File: src/design/dsd_pkg.sv
package dsd_pkg;

   localparam int unsigned MAX_SHOWN      = 8;
   localparam int unsigned DEFAULT_DIGITS = 8;
   localparam int unsigned VALUE_W        = 32;
   localparam int unsigned POS_W          = 3;
   localparam int unsigned SEG_W          = 8;
   localparam int unsigned BCD_W          = 4;

   // reciprocal of ten, q = (x * RECIP_TEN) >> RECIP_SHIFT for any 32-bit x
   localparam logic [VALUE_W-1:0] RECIP_TEN   = 32'hcccc_cccd;
   localparam int unsigned        RECIP_SHIFT = 35;

   // register indexes
   localparam logic REG_COMMON_ANODE = 1'b0;

   typedef struct packed {
      logic [VALUE_W-1:0] value;
      logic               overflow;
   } item_type;

   function automatic int unsigned shown_digits(input int unsigned digits);
      int unsigned n;
      n = digits;
      if (n < 1) n = 1;
      if (n > MAX_SHOWN) n = MAX_SHOWN;
      return n;
   endfunction

   // smallest value that needs more than shown digits
   function automatic logic [VALUE_W-1:0] digit_limit(input int unsigned shown);
      logic [VALUE_W-1:0] p;
      p = VALUE_W'(1);
      for (int unsigned i = 0; i < MAX_SHOWN; i++) begin
         if (i < shown) p = VALUE_W'(p * VALUE_W'(10));
      end
      return p;
   endfunction

   // active-low common-anode font, dp dark
   function automatic logic [SEG_W-1:0] anode_font(input logic [BCD_W-1:0] d);
      logic [SEG_W-1:0] code;
      case (d)
         4'd0:    code = 8'hc0;
         4'd1:    code = 8'hf9;
         4'd2:    code = 8'ha4;
         4'd3:    code = 8'hb0;
         4'd4:    code = 8'h99;
         4'd5:    code = 8'h92;
         4'd6:    code = 8'h82;
         4'd7:    code = 8'hf8;
         4'd8:    code = 8'h80;
         4'd9:    code = 8'h90;
         default: code = 8'hff;
      endcase
      return code;
   endfunction

endpackage

File: src/design/dsd_front.sv
module dsd_front #(
   parameter int unsigned DIGITS = dsd_pkg::DEFAULT_DIGITS
) (
   input  logic                          clock,
   input  logic                          reset,
   input  logic                          push,
   input  logic [dsd_pkg::VALUE_W-1:0]   value,
   output logic                          full,
   output logic                          item_valid,
   output dsd_pkg::item_type             item,
   input  logic                          item_take
);
   import dsd_pkg::*;

   localparam int unsigned        SHOWN = shown_digits(DIGITS);
   localparam logic [VALUE_W-1:0] LIMIT = digit_limit(SHOWN);

   item_type   slot_ff [2];
   logic       wr_ptr_ff, wr_ptr_in;
   logic       rd_ptr_ff, rd_ptr_in;
   logic [1:0] count_ff, count_in;
   logic       do_push, do_take;
   item_type   new_item;

   // classify: flag values with more digits than the display shows
   always_comb begin
      new_item.value    = value;
      new_item.overflow = (value >= LIMIT);
   end

   assign full       = (count_ff == 2'd2);
   assign item_valid = (count_ff != 2'd0);
   assign item       = slot_ff[rd_ptr_ff];
   assign do_push    = push && !full;
   assign do_take    = item_take && item_valid;

   always_comb begin
      wr_ptr_in = wr_ptr_ff ^ do_push;
      rd_ptr_in = rd_ptr_ff ^ do_take;
      count_in  = count_ff;
      if (do_push && !do_take) count_in = count_ff + 2'd1;
      if (!do_push && do_take) count_in = count_ff - 2'd1;
   end

   always_ff @(posedge clock) begin
      if (reset) begin
         wr_ptr_ff <= 1'b0;
         rd_ptr_ff <= 1'b0;
         count_ff  <= 2'd0;
      end else begin
         wr_ptr_ff <= wr_ptr_in;
         rd_ptr_ff <= rd_ptr_in;
         count_ff  <= count_in;
      end
   end

   always_ff @(posedge clock) begin
      if (do_push) begin
         slot_ff[wr_ptr_ff] <= new_item;
      end
   end

`ifndef SYNTHESIS
   a_count_range: assert property (@(posedge clock) disable iff (reset)
      count_ff != 2'd3)
      else $error("queue count out of range");
   a_ptr_match: assert property (@(posedge clock) disable iff (reset)
      (count_ff == 2'd0 || count_ff == 2'd2) |-> (wr_ptr_ff == rd_ptr_ff))
      else $error("queue pointers disagree with count");
   a_take_moves: assert property (@(posedge clock) disable iff (reset)
      do_take |=> (rd_ptr_ff != $past(rd_ptr_ff)))
      else $error("take did not advance read pointer");
`endif

endmodule

File: config.mk
export PLATFORM = sky130hd
export DESIGN_NAME = dsd_front
export DESIGN_NICKNAME = d
export VERILOG_FILES = /design/src/design/dsd_pkg.sv /design/src/design/dsd_front.sv
export SDC_FILE = /design/constraint.sdc
export NUM_CORES = 1
export LEC_CHECK = 0
export BUFFER_PORTS_ARGS = -buffer_cell sky130_fd_sc_hd__buf_4
export CORE_MARGIN = 5
export CORE_UTILIZATION = 40
export CTS_BUF_LIST = sky130_fd_sc_hd__clkbuf_2
export CTS_CLUSTER_DIAMETER = 80
export DETAILED_ROUTE_END_ITERATION = 10
export PLACE_DENSITY = 0.66
export SLEW_MARGIN = 5
export SYNTH_ARGS = -nofsm -noshare
export SYNTH_HDL_FRONTEND = slang
export SYNTH_SLANG_ARGS = --single-unit
File: constraint.sdc
create_clock -name clock -period 2.19 [get_ports clock]
set_input_delay 0.438 -clock clock [delete_from_list [all_inputs] [get_ports clock]]
set_output_delay 0.438 -clock clock [all_outputs]
set_load 0.02 [all_outputs]
==> results of run 1 <==
registers in the layout, summed over array words and instances (netlist names):
signal / count
rd_ptr_ff: 1
count_ff: 2
slot_ff: 66
wr_ptr_ff: 1
Yosys cell counts:
| cell | count | area share, % |
|---|---|---|
| dfxtp_1 | 4 | 3.0 |
| buf_2 | 4 | 0.75 |
| edfxtp_1 | 66 | 74 |
| inv_1 | 3 | 0.42 |
| nand4_1 | 1 | 0.24 |
| and4_1 | 1 | 0.33 |
| nand2_1 | 2 | 0.28 |
| nor2_1 | 6 | 0.85 |
| nor4_1 | 1 | 0.24 |
| nand3b_1 | 1 | 0.28 |
| nand2b_1 | 1 | 0.24 |
| or2_1 | 1 | 0.24 |
| xor2_1 | 1 | 0.33 |
| mux2_2 | 26 | 11 |
| a21oi_1 | 2 | 0.38 |
| xnor2_1 | 2 | 0.66 |
| ha_1 | 3 | 1.4 |
| nor3_1 | 3 | 0.56 |
| o21ai_0 | 1 | 0.19 |
| a2111oi_2 | 1 | 0.56 |
| or3_1 | 1 | 0.24 |
| and2_1 | 2 | 0.47 |
| mux2_1 | 7 | 3.0 |
routing by layer:
layer	routed length [µm]	share of wire, %	GRT usage [%]	up-vias
met5	0	0	0	-
met4	67	1.4	5.653	0
met3	480	9.7	5.124	8
met2	2284	46	19.05	54
met1	2128	43	14.83	719
li1	-	-	-	706
worst max-delay path, delay by kind of cell (launching register included):
kind | cells | cell delay [ps]
muxes | 1 | 370
DFF | 1 | 390
buffers and inverters | 2 | 380
worst min path at each step:
stage | from | end
6_report | value[7] | slot_ff[1][8]
3_3_place_gp | count_ff[1] | count_ff[1]
2_1_floorplan | count_ff[1] | count_ff[1]
5_1_grt | reset | wr_ptr_ff
3_5_place_dp | count_ff[1] | count_ff[1]
4_1_cts | reset | wr_ptr_ff
power by group through the flow:
stage	combinational, mW	clock, mW	sequential [mW]
after floorplan	0.872	0	1.80
after global placement	1.45	0	1.81
after detailed placement	1.46	0	1.82
after CTS	1.47	0.689	1.79
after global routing	1.53	0.740	1.81
final	1.43	0.659	1.79
final cells by class:
class	instances	area, µm²	share of cell area, %
sequential	70	2063	60.29
multi-input combinational	63	570.5	16.67
inverter	3	11.26	0.3291
timing repair buffer	74	580.6	16.97
clock inverter	7	55.05	1.609
tap	77	96.34	2.815
clock buffer	9	45.04	1.316
logic make-up (layout without fill, tap and decap cells):
logic type / after synthesis / in the layout / share of synthesized area [%]
and+or+nand+nor: 20 / 20 / 3.946
buffers and inverters: 7 / 93 / 1.174
AOI/OAI and AO/OA: 4 / 4 / 1.127
DFF: 70 / 70 / 77.41
xor gates and xnor gates: 3 / 3 / 0.9866
adders and majority gates: 3 / 3 / 1.409
muxes: 33 / 33 / 13.95
per-stage QoR:
stage	power (mW)	worst slack [ps]	hold WS (ps)
after detailed placement	3.279	522.9	494.6
after floorplan	2.673	290.7	460.7
after CTS	3.945	75.94	75.80
after global routing	4.083	47.73	75.35
final	3.876	139.1	142.3
after global placement	3.262	514.7	481.9
==> results.toml, run 1 <==
[run_status]
status = "finished, final reports clean"

[hold_path]
whs_path_depth = 1
hold_path_class = "primary input to flop"

[setup_path]
slowest_delay_ps = 390
ff2ff_path_depth = 5
reg2reg_from = "count_ff[1]"
cp_slowest_cell = "dfxtp_2"
reg2reg_to = "count_ff[1]"
path_max_fanout = 33
start_kind = "flop"
cp.arrival_ps = 1610
crit_end = "item[27]"
ff2ff_setup_slack_ps = 530
cp-startpoint = "rd_ptr_ff"
critPathCaptureType = "output pin"
critical_path_class = "flop to output pin"
path_cells = "buf_12, mux2_2, buf_4"
required_ps = 1750

[place]
port_buffers = 70
hpwl_mm = 3.339
dpl_cell_area_um2 = 3322
gp_congestion = 0.6575
placedCellCount = 287

[clock_tree]
post_cts_buffers = 0
cts_buffers = 9
clock-root-buffer = "clkbuf_2"
cts_resized = 0
cts.sinks = 70
cts_hold_buf = 0
clkLatencyLatePin_ps = 460
clkSlewWorstSetupHoldPaths_ps = 180
cts_tree = "built"
cts_buffer_depth = 2
cts_max_level = 3

[routing]
wl_per_cell_um = 16.37
drc = 0
first_pass_iters = 4
drt_iter0_drc = 99
vias_per_cell = 4.908
drt_wl_total_mm = 4.961
dr_total_vias = 1487
drt.antenna.violating_nets = 0

[floorplan]
io_pins = 71
fp.coreArea_um2 = 6422
die_height_um = 91.61
fp.dieW_um = 91.61
start_util_pct = 41.48
rows = 29
die_area_um2 = 8391

[pwr]
power_switching_mw = 1.241
clkPwrFrac_pct = 17.0
p_per_area_nw_per_um2 = 1133
internal_power_mw = 2.635
p_comb_share_pct = 36.9
ir_drop_v = 0.0007246
swShare_pct = 32.02
power_frac_seq_pct = 46.1
cellLeakagePower_nw = 1.281

[yosys]
synth.distinct_cells = 23
ys_seq_area_share_pct = 77.41
netlist_area_um2 = 2664
ys_warn_count = 0
synth_seq_cells = 70
syn_avg_cell_area_um2 = 19.03
syn_nets = 179
synthCells = 140

[timing]
fmax_ghz = 0.4876
fin_crit_sh_pct = 93.65
rsz0062_at_grt = "false"
clock_skew_ps = 11.97
setup_tns_ps = 0
setup_viol = 0
maxSlewViolCount = 0
hold_viol = 0
max_slew.worst_pin.slew_ps = 299.2
relSlewSlack_pct = 79.87
min_period_ps = 2051

[cells_and_area]
drive_gt1_share_pct = 50.44
fill_cells = 539
fin_nets = 260
final_common_cell = "buf_4"
fin_area_um2 = 3422
stdcell_count = 303
diodes = 0
utilization_pct = 53.28
syn_to_final_growth_pct = 28.46
most-common-layout-cells = "72 x buf_4, 66 x edfxtp_1, 26 x mux2_2"

[global_route]
grt_usage_pct = 12.26
antenna_found_initial = 0
grt_max_degree = 34
overflow = 0
grt_pass1_vias = 1610
grt_pass1_wl_mm = 7.852

[job]
cap_violations = 0
No activity file was read; power rests on OpenSTA's default activity.
==> run 2: changes to the inputs <==
--- a/config.mk
+++ b/config.mk
@@ -5,13 +5,14 @@
 export SDC_FILE = /design/constraint.sdc
 export NUM_CORES = 1
 export LEC_CHECK = 0
-export BUFFER_PORTS_ARGS = -buffer_cell sky130_fd_sc_hd__buf_4
 export CORE_MARGIN = 5
 export CORE_UTILIZATION = 40
 export CTS_BUF_LIST = sky130_fd_sc_hd__clkbuf_2
 export CTS_CLUSTER_DIAMETER = 80
 export DETAILED_ROUTE_END_ITERATION = 10
-export PLACE_DENSITY = 0.66
+export DONT_BUFFER_PORTS = 1
+export PLACE_DENSITY = 0.57
+export RECOVER_POWER = 25
 export SLEW_MARGIN = 5
 export SYNTH_ARGS = -nofsm -noshare
 export SYNTH_HDL_FRONTEND = slang
==> results.toml, run 2 (synthesis gave the netlist of run 1 again) <==
[place]
hpwl_mm = 3.160
port_buffers = 0
placedCellCount = 216
dpl_cell_area_um2 = 2806
gp_congestion = 0.6858

[routing]
drt.antenna.violating_nets = 0
vias_per_cell = 5.087
drt_iter0_drc = 33
drc = 0
dr_total_vias = 1348
drt_wl_total_mm = 4.901
wl_per_cell_um = 18.49
first_pass_iters = 4

[global_route]
overflow = 0
grt_pass1_wl_mm = 7.341
grt_usage_pct = 11.89
grt_max_degree = 26
antenna_found_initial = 0
grt_pass1_vias = 1462

[setup_path]
critPathCaptureType = "output pin"
cp.arrival_ps = 1600
critical_path_class = "flop to output pin"
ff2ff_setup_slack_ps = 400
reg2reg_from = "count_ff[0]"
cp-startpoint = "rd_ptr_ff"
start_kind = "flop"
required_ps = 1750
path_max_fanout = 25

[clock_tree]
clock-root-buffer = "clkbuf_2"
cts_buffers = 9
clkSlewWorstSetupHoldPaths_ps = 170
cts_buffer_depth = 2
clkLatencyLatePin_ps = 470
cts_max_level = 3
cts.sinks = 70
cts_tree = "built"

[hold_path]
hold_path_class = "primary input to flop"
worstHoldStart = "value[6]"

[cells_and_area]
stdcell_count = 265
fin_area_um2 = 3321
final_common_cell = "edfxtp_1"
reg_top3 = "slot_ff: 66 flops, count_ff: 2 flops"
largest_reg_flops = 66
fill_cells = 510
fin_nets = 222
regArea_um2 = 2066
syn_to_final_growth_pct = 24.66
drive_gt1_share_pct = 25.00
most-common-layout-cells = "66 x edfxtp_1, 33 x dlygate4sd3_1, 26 x mux2_2"
largest-register = "slot_ff"
diodes = 0
multi_input_area_um2 = 575.6
utilization_pct = 51.70

[floorplan]
die_area_um2 = 8391
fp.dieW_um = 91.61
fp.coreArea_um2 = 6422
rows = 29
io_pins = 71
die_height_um = 91.61
start_util_pct = 41.48

[timing]
min_period_ps = 2039
max_slew.worst_pin.slew_ps = 398.8
clock_skew_ps = 26.98
setup_tns_ps = 0
hold_viol = 0
relSlewSlack_pct = 73.42
maxSlewViolCount = 0
setup_viol = 0
fin_crit_sh_pct = 93.09
fmax_ghz = 0.4905
rsz0062_at_grt = "false"

[job]
cap_violations = 0

[run_status]
status = "finished, final reports clean"

[pwr]
ir_drop_v = 0.0006341
finalPower_mw = 3.928
cellLeakagePower_nw = 1.114
p_per_area_nw_per_um2 = 1183
## run 2: power breakdown
part	switching [mW]	internal, mW	total [mW]	leakage, nW
combinational	0.677	0.405	1.08	0.366
clock	0.425	0.602	1.03	0.101
sequential	0.0899	1.73	1.82	0.647
## run 2: worst paths after layout
path	cells after the start	to
hold reg to reg	2	count_ff[1]
hold / removal	0	slot_ff[0][7]
setup reg to reg	5	count_ff[1]
setup / recovery	2	item[20]
## run 2: per-stage QoR
stage / hold WS [ps] / worst slack, ps
after floorplan: 460.7 / 290.7
after global placement: 474.7 / 497.7
after detailed placement: 491.1 / 442.4
after CTS: 0.7793 / 73.01
after global routing: 4.633 / 24.11
final: 73.07 / 151.4
## run 2: cell type report
| type | instances | share of cell area [%] |
|---|---|---|
| clock buffer | 9 | 1.356 |
| sequential | 70 | 62.21 |
| multi-input combinational | 63 | 17.33 |
| inverter | 3 | 0.3391 |
| timing repair buffer | 36 | 11.76 |
| clock inverter | 7 | 4.107 |
| tap | 77 | 2.901 |
## run 2: routing by layer
layer  wire length [µm]  share of wire, %  GRT usage (%)  vias to the layer above
met5                  0                 0              0                        -
met4                 70               1.4          5.653                        0
met3                449               9.2          6.942                        8
met2               2505                51          20.45                       54
met1               1876                38          11.30                      658
li1                   -                 -              -                      628
## run 2: worst max-delay path, cell delays in order (launching register included)
cell     delay, ps
dfxtp_4        480
buf_12         210
mux2_1         460
## run 2: repair_timing
item / CTS / global route
endpoints found under the setup margin: 1 / 0
buffers inserted: 0 / 0
hold endpoints to repair: 26 / 37
hold buffers: 13 / 20
gates resized for setup: 1 / 0
==> run 3: changes to the inputs <==
--- a/config.mk
+++ b/config.mk
@@ -5,6 +5,7 @@
 export SDC_FILE = /design/constraint.sdc
 export NUM_CORES = 1
 export LEC_CHECK = 0
+export ABC_AREA = 1
 export CORE_MARGIN = 5
 export CORE_UTILIZATION = 40
 export CTS_BUF_LIST = sky130_fd_sc_hd__clkbuf_2
==> results.toml, run 3 <==
[run_status]
status = "finished, final reports clean"

[global_route]
overflow = 0
grt_pass1_vias = 1622
grt_pass1_wl_mm = 8.169
grt_max_degree = 36
grt_usage_pct = 13.02
antenna_found_initial = 0

[setup_path]
path_max_fanout = 35
critPathCaptureType = "output pin"
slowest_delay_ps = 420
critical_path_class = "flop to output pin"
crit_path_frequent_cell = "nand2_1"
reg2reg_from = "count_ff[0]"
cp_slowest_cell = "dfxtp_1"
cp.arrival_ps = 1520
required_ps = 1750
start_kind = "flop"
cp-startpoint = "rd_ptr_ff"
path_cells = "buf_6, nand2_1, nand2_1"

[clock_tree]
clock-root-buffer = "clkbuf_2"
cts_buffer_depth = 2
cts_buffers = 9
clkLatencyLatePin_ps = 520
post_cts_buffers = 0
cts.sinks = 70
clkSlewWorstSetupHoldPaths_ps = 180
cts_max_level = 3
cts_tree = "built"

[cells_and_area]
final_common_cell = "nand2_1"
diodes = 0
most-common-layout-cells = "120 x nand2_1, 66 x edfxtp_1, 33 x dlygate4sd3_1"
drive_gt1_share_pct = 7.420
multi_input_area_um2 = 605.6
largest-register = "slot_ff"
utilization_pct = 48.65
regArea_um2 = 2062
largest_reg_flops = 66
fin_nets = 317
reg_top3 = "slot_ff: 66 flops, count_ff: 2 flops"
fill_cells = 607
syn_to_final_growth_pct = 18.55

[yosys]
yosys-top-cells-area = "edfxtp_1 71%, nand2_1 16%, dfxtp_1 2.9%"
synth_edf_count = 66
synth_seq_cells = 70
synthCells = 240
synth_top_area_share_pct = 71.48
syn_nets = 279
netlist_area_um2 = 2773
yosysMostFrequentCell = "nand2_1"
ys_seq_area_share_pct = 74.37
synth_top_cells_by_count = "120 x nand2_1, 66 x edfxtp_1, 16 x nor2_1"
synth.distinct_cells = 14
syn_avg_cell_area_um2 = 11.55
async_flop_share_pct = 0
ys_warn_count = 0
yosysTopAreaCell = "edfxtp_1"
synth_top_flop_cell = "edfxtp_1"

[timing]
min_period_ps = 1957
hold_slack_ps = 83.62
maxSlewViolCount = 0
fin_ws_ps = 232.7
fin_crit_sh_pct = 89.37
clock_skew_ps = 22.80
max_slew.worst_pin.slew_ps = 869.2
setup_viol = 0
fmax_ghz = 0.5109
rsz0062_at_grt = "false"
relSlewSlack_pct = 42.05
setup_tns_ps = 0
hold_viol = 0

[pwr]
ir_drop_v = 0.0003783
p_per_area_nw_per_um2 = 984.7
finalPower_mw = 3.237
cellLeakagePower_nw = 1.314

[floorplan]
rows = 30
io_pins = 71
fp.coreArea_um2 = 6756
die_height_um = 93.26
fp.dieW_um = 93.26
start_util_pct = 41.04
die_area_um2 = 8697

[routing]
dr_total_vias = 1674
drt_wl_total_mm = 5.328
drt_iter0_drc = 69
vias_per_cell = 4.612
drt.antenna.violating_nets = 0
wl_per_cell_um = 14.68
first_pass_iters = 4
drc = 0

[job]
cap_violations = 0

[hold_path]
hold_path_class = "primary input to flop"
worstHoldStart = "reset"

[place]
gp_congestion = 0.7361
port_buffers = 0
dp_worst_setup_slack_ps = 337.9
hpwl_mm = 3.168
## run 3: changes by cell type in the layout (fill, tap and decap cells not counted), sizes merged, moves of 2 or more
cell,previous run,this run
bufinv,4,1
nor2,6,16
nand2,2,120
inv,3,16
buf,3,1
o21ai,1,3
and2,2,0
xnor2,2,0
nor3,3,1
mux2,33,0
## run 3: layer usage
metal | share of wire [%] | vias up | global-route usage, % | routed length (µm)
met1 | 42 | 752 | 14.21 | 2231
li1 | - | 861 | - | -
met2 | 48 | 51 | 21.26 | 2556
met3 | 8.5 | 10 | 6.919 | 453
met5 | 0 | - | 0 | 0
met4 | 1.6 | 0 | 5.128 | 86
## run 3: cell type report
class	instances	area share, %
flip-flops and latches	70	62.73
multi-input cells	148	18.42
repair buffers	34	10.39
well taps	80	3.045
clock inverters	7	2.246
inverters	15	1.789
clock buffers	9	1.370
## run 3: logic make-up after synthesis
kind of cell / count (synthesis) / share of synthesized area, %
and+or+nand+nor: 138 / 18.95
DFF: 70 / 74.37
buffers and inverters: 22 / 3.971
AOI/OAI and AO/OA: 7 / 1.354
adders and majority gates: 3 / 1.354
## run 3: where the power goes
group / internal, mW / leakage, nW / switching, mW
logic: 0.168 / 0.597 / 0.609
registers: 1.66 / 0.645 / 0.0498
clock network: 0.267 / 0.0723 / 0.478
total: 2.10 / 1.31 / 1.14
## run 3: critical path, delay by kind of cell (launching register included)
| family | cells | cell delay (ps) |
|---|---|---|
| flops | 1 | 420 |
| buf+inv | 1 | 290 |
| simple gates | 2 | 290 |
## run 3: repair_timing
action / in CTS / in global routing
gates resized for setup: 0 / 3
endpoints found under the hold margin: 65 / 0
hold buffers: 33 / 0
setup endpoints to repair: 0 / 33
## run 3: worst paths after layout
kind,to,slack (ps),cells past startpoint
worst max-delay path,item[22],230,3
worst min-delay path,count_ff[1],80,3
worst max register to register,slot_ff[1][25],370,3
worst min register to register,count_ff[1],550,2
## run 3: per-stage QoR
stage	instance area [µm²]	instances
finish	3287	363
detailed placement	2831	314
CTS	3281	363
floorplan	2773	240
global route	3287	363
global placement	2831	314
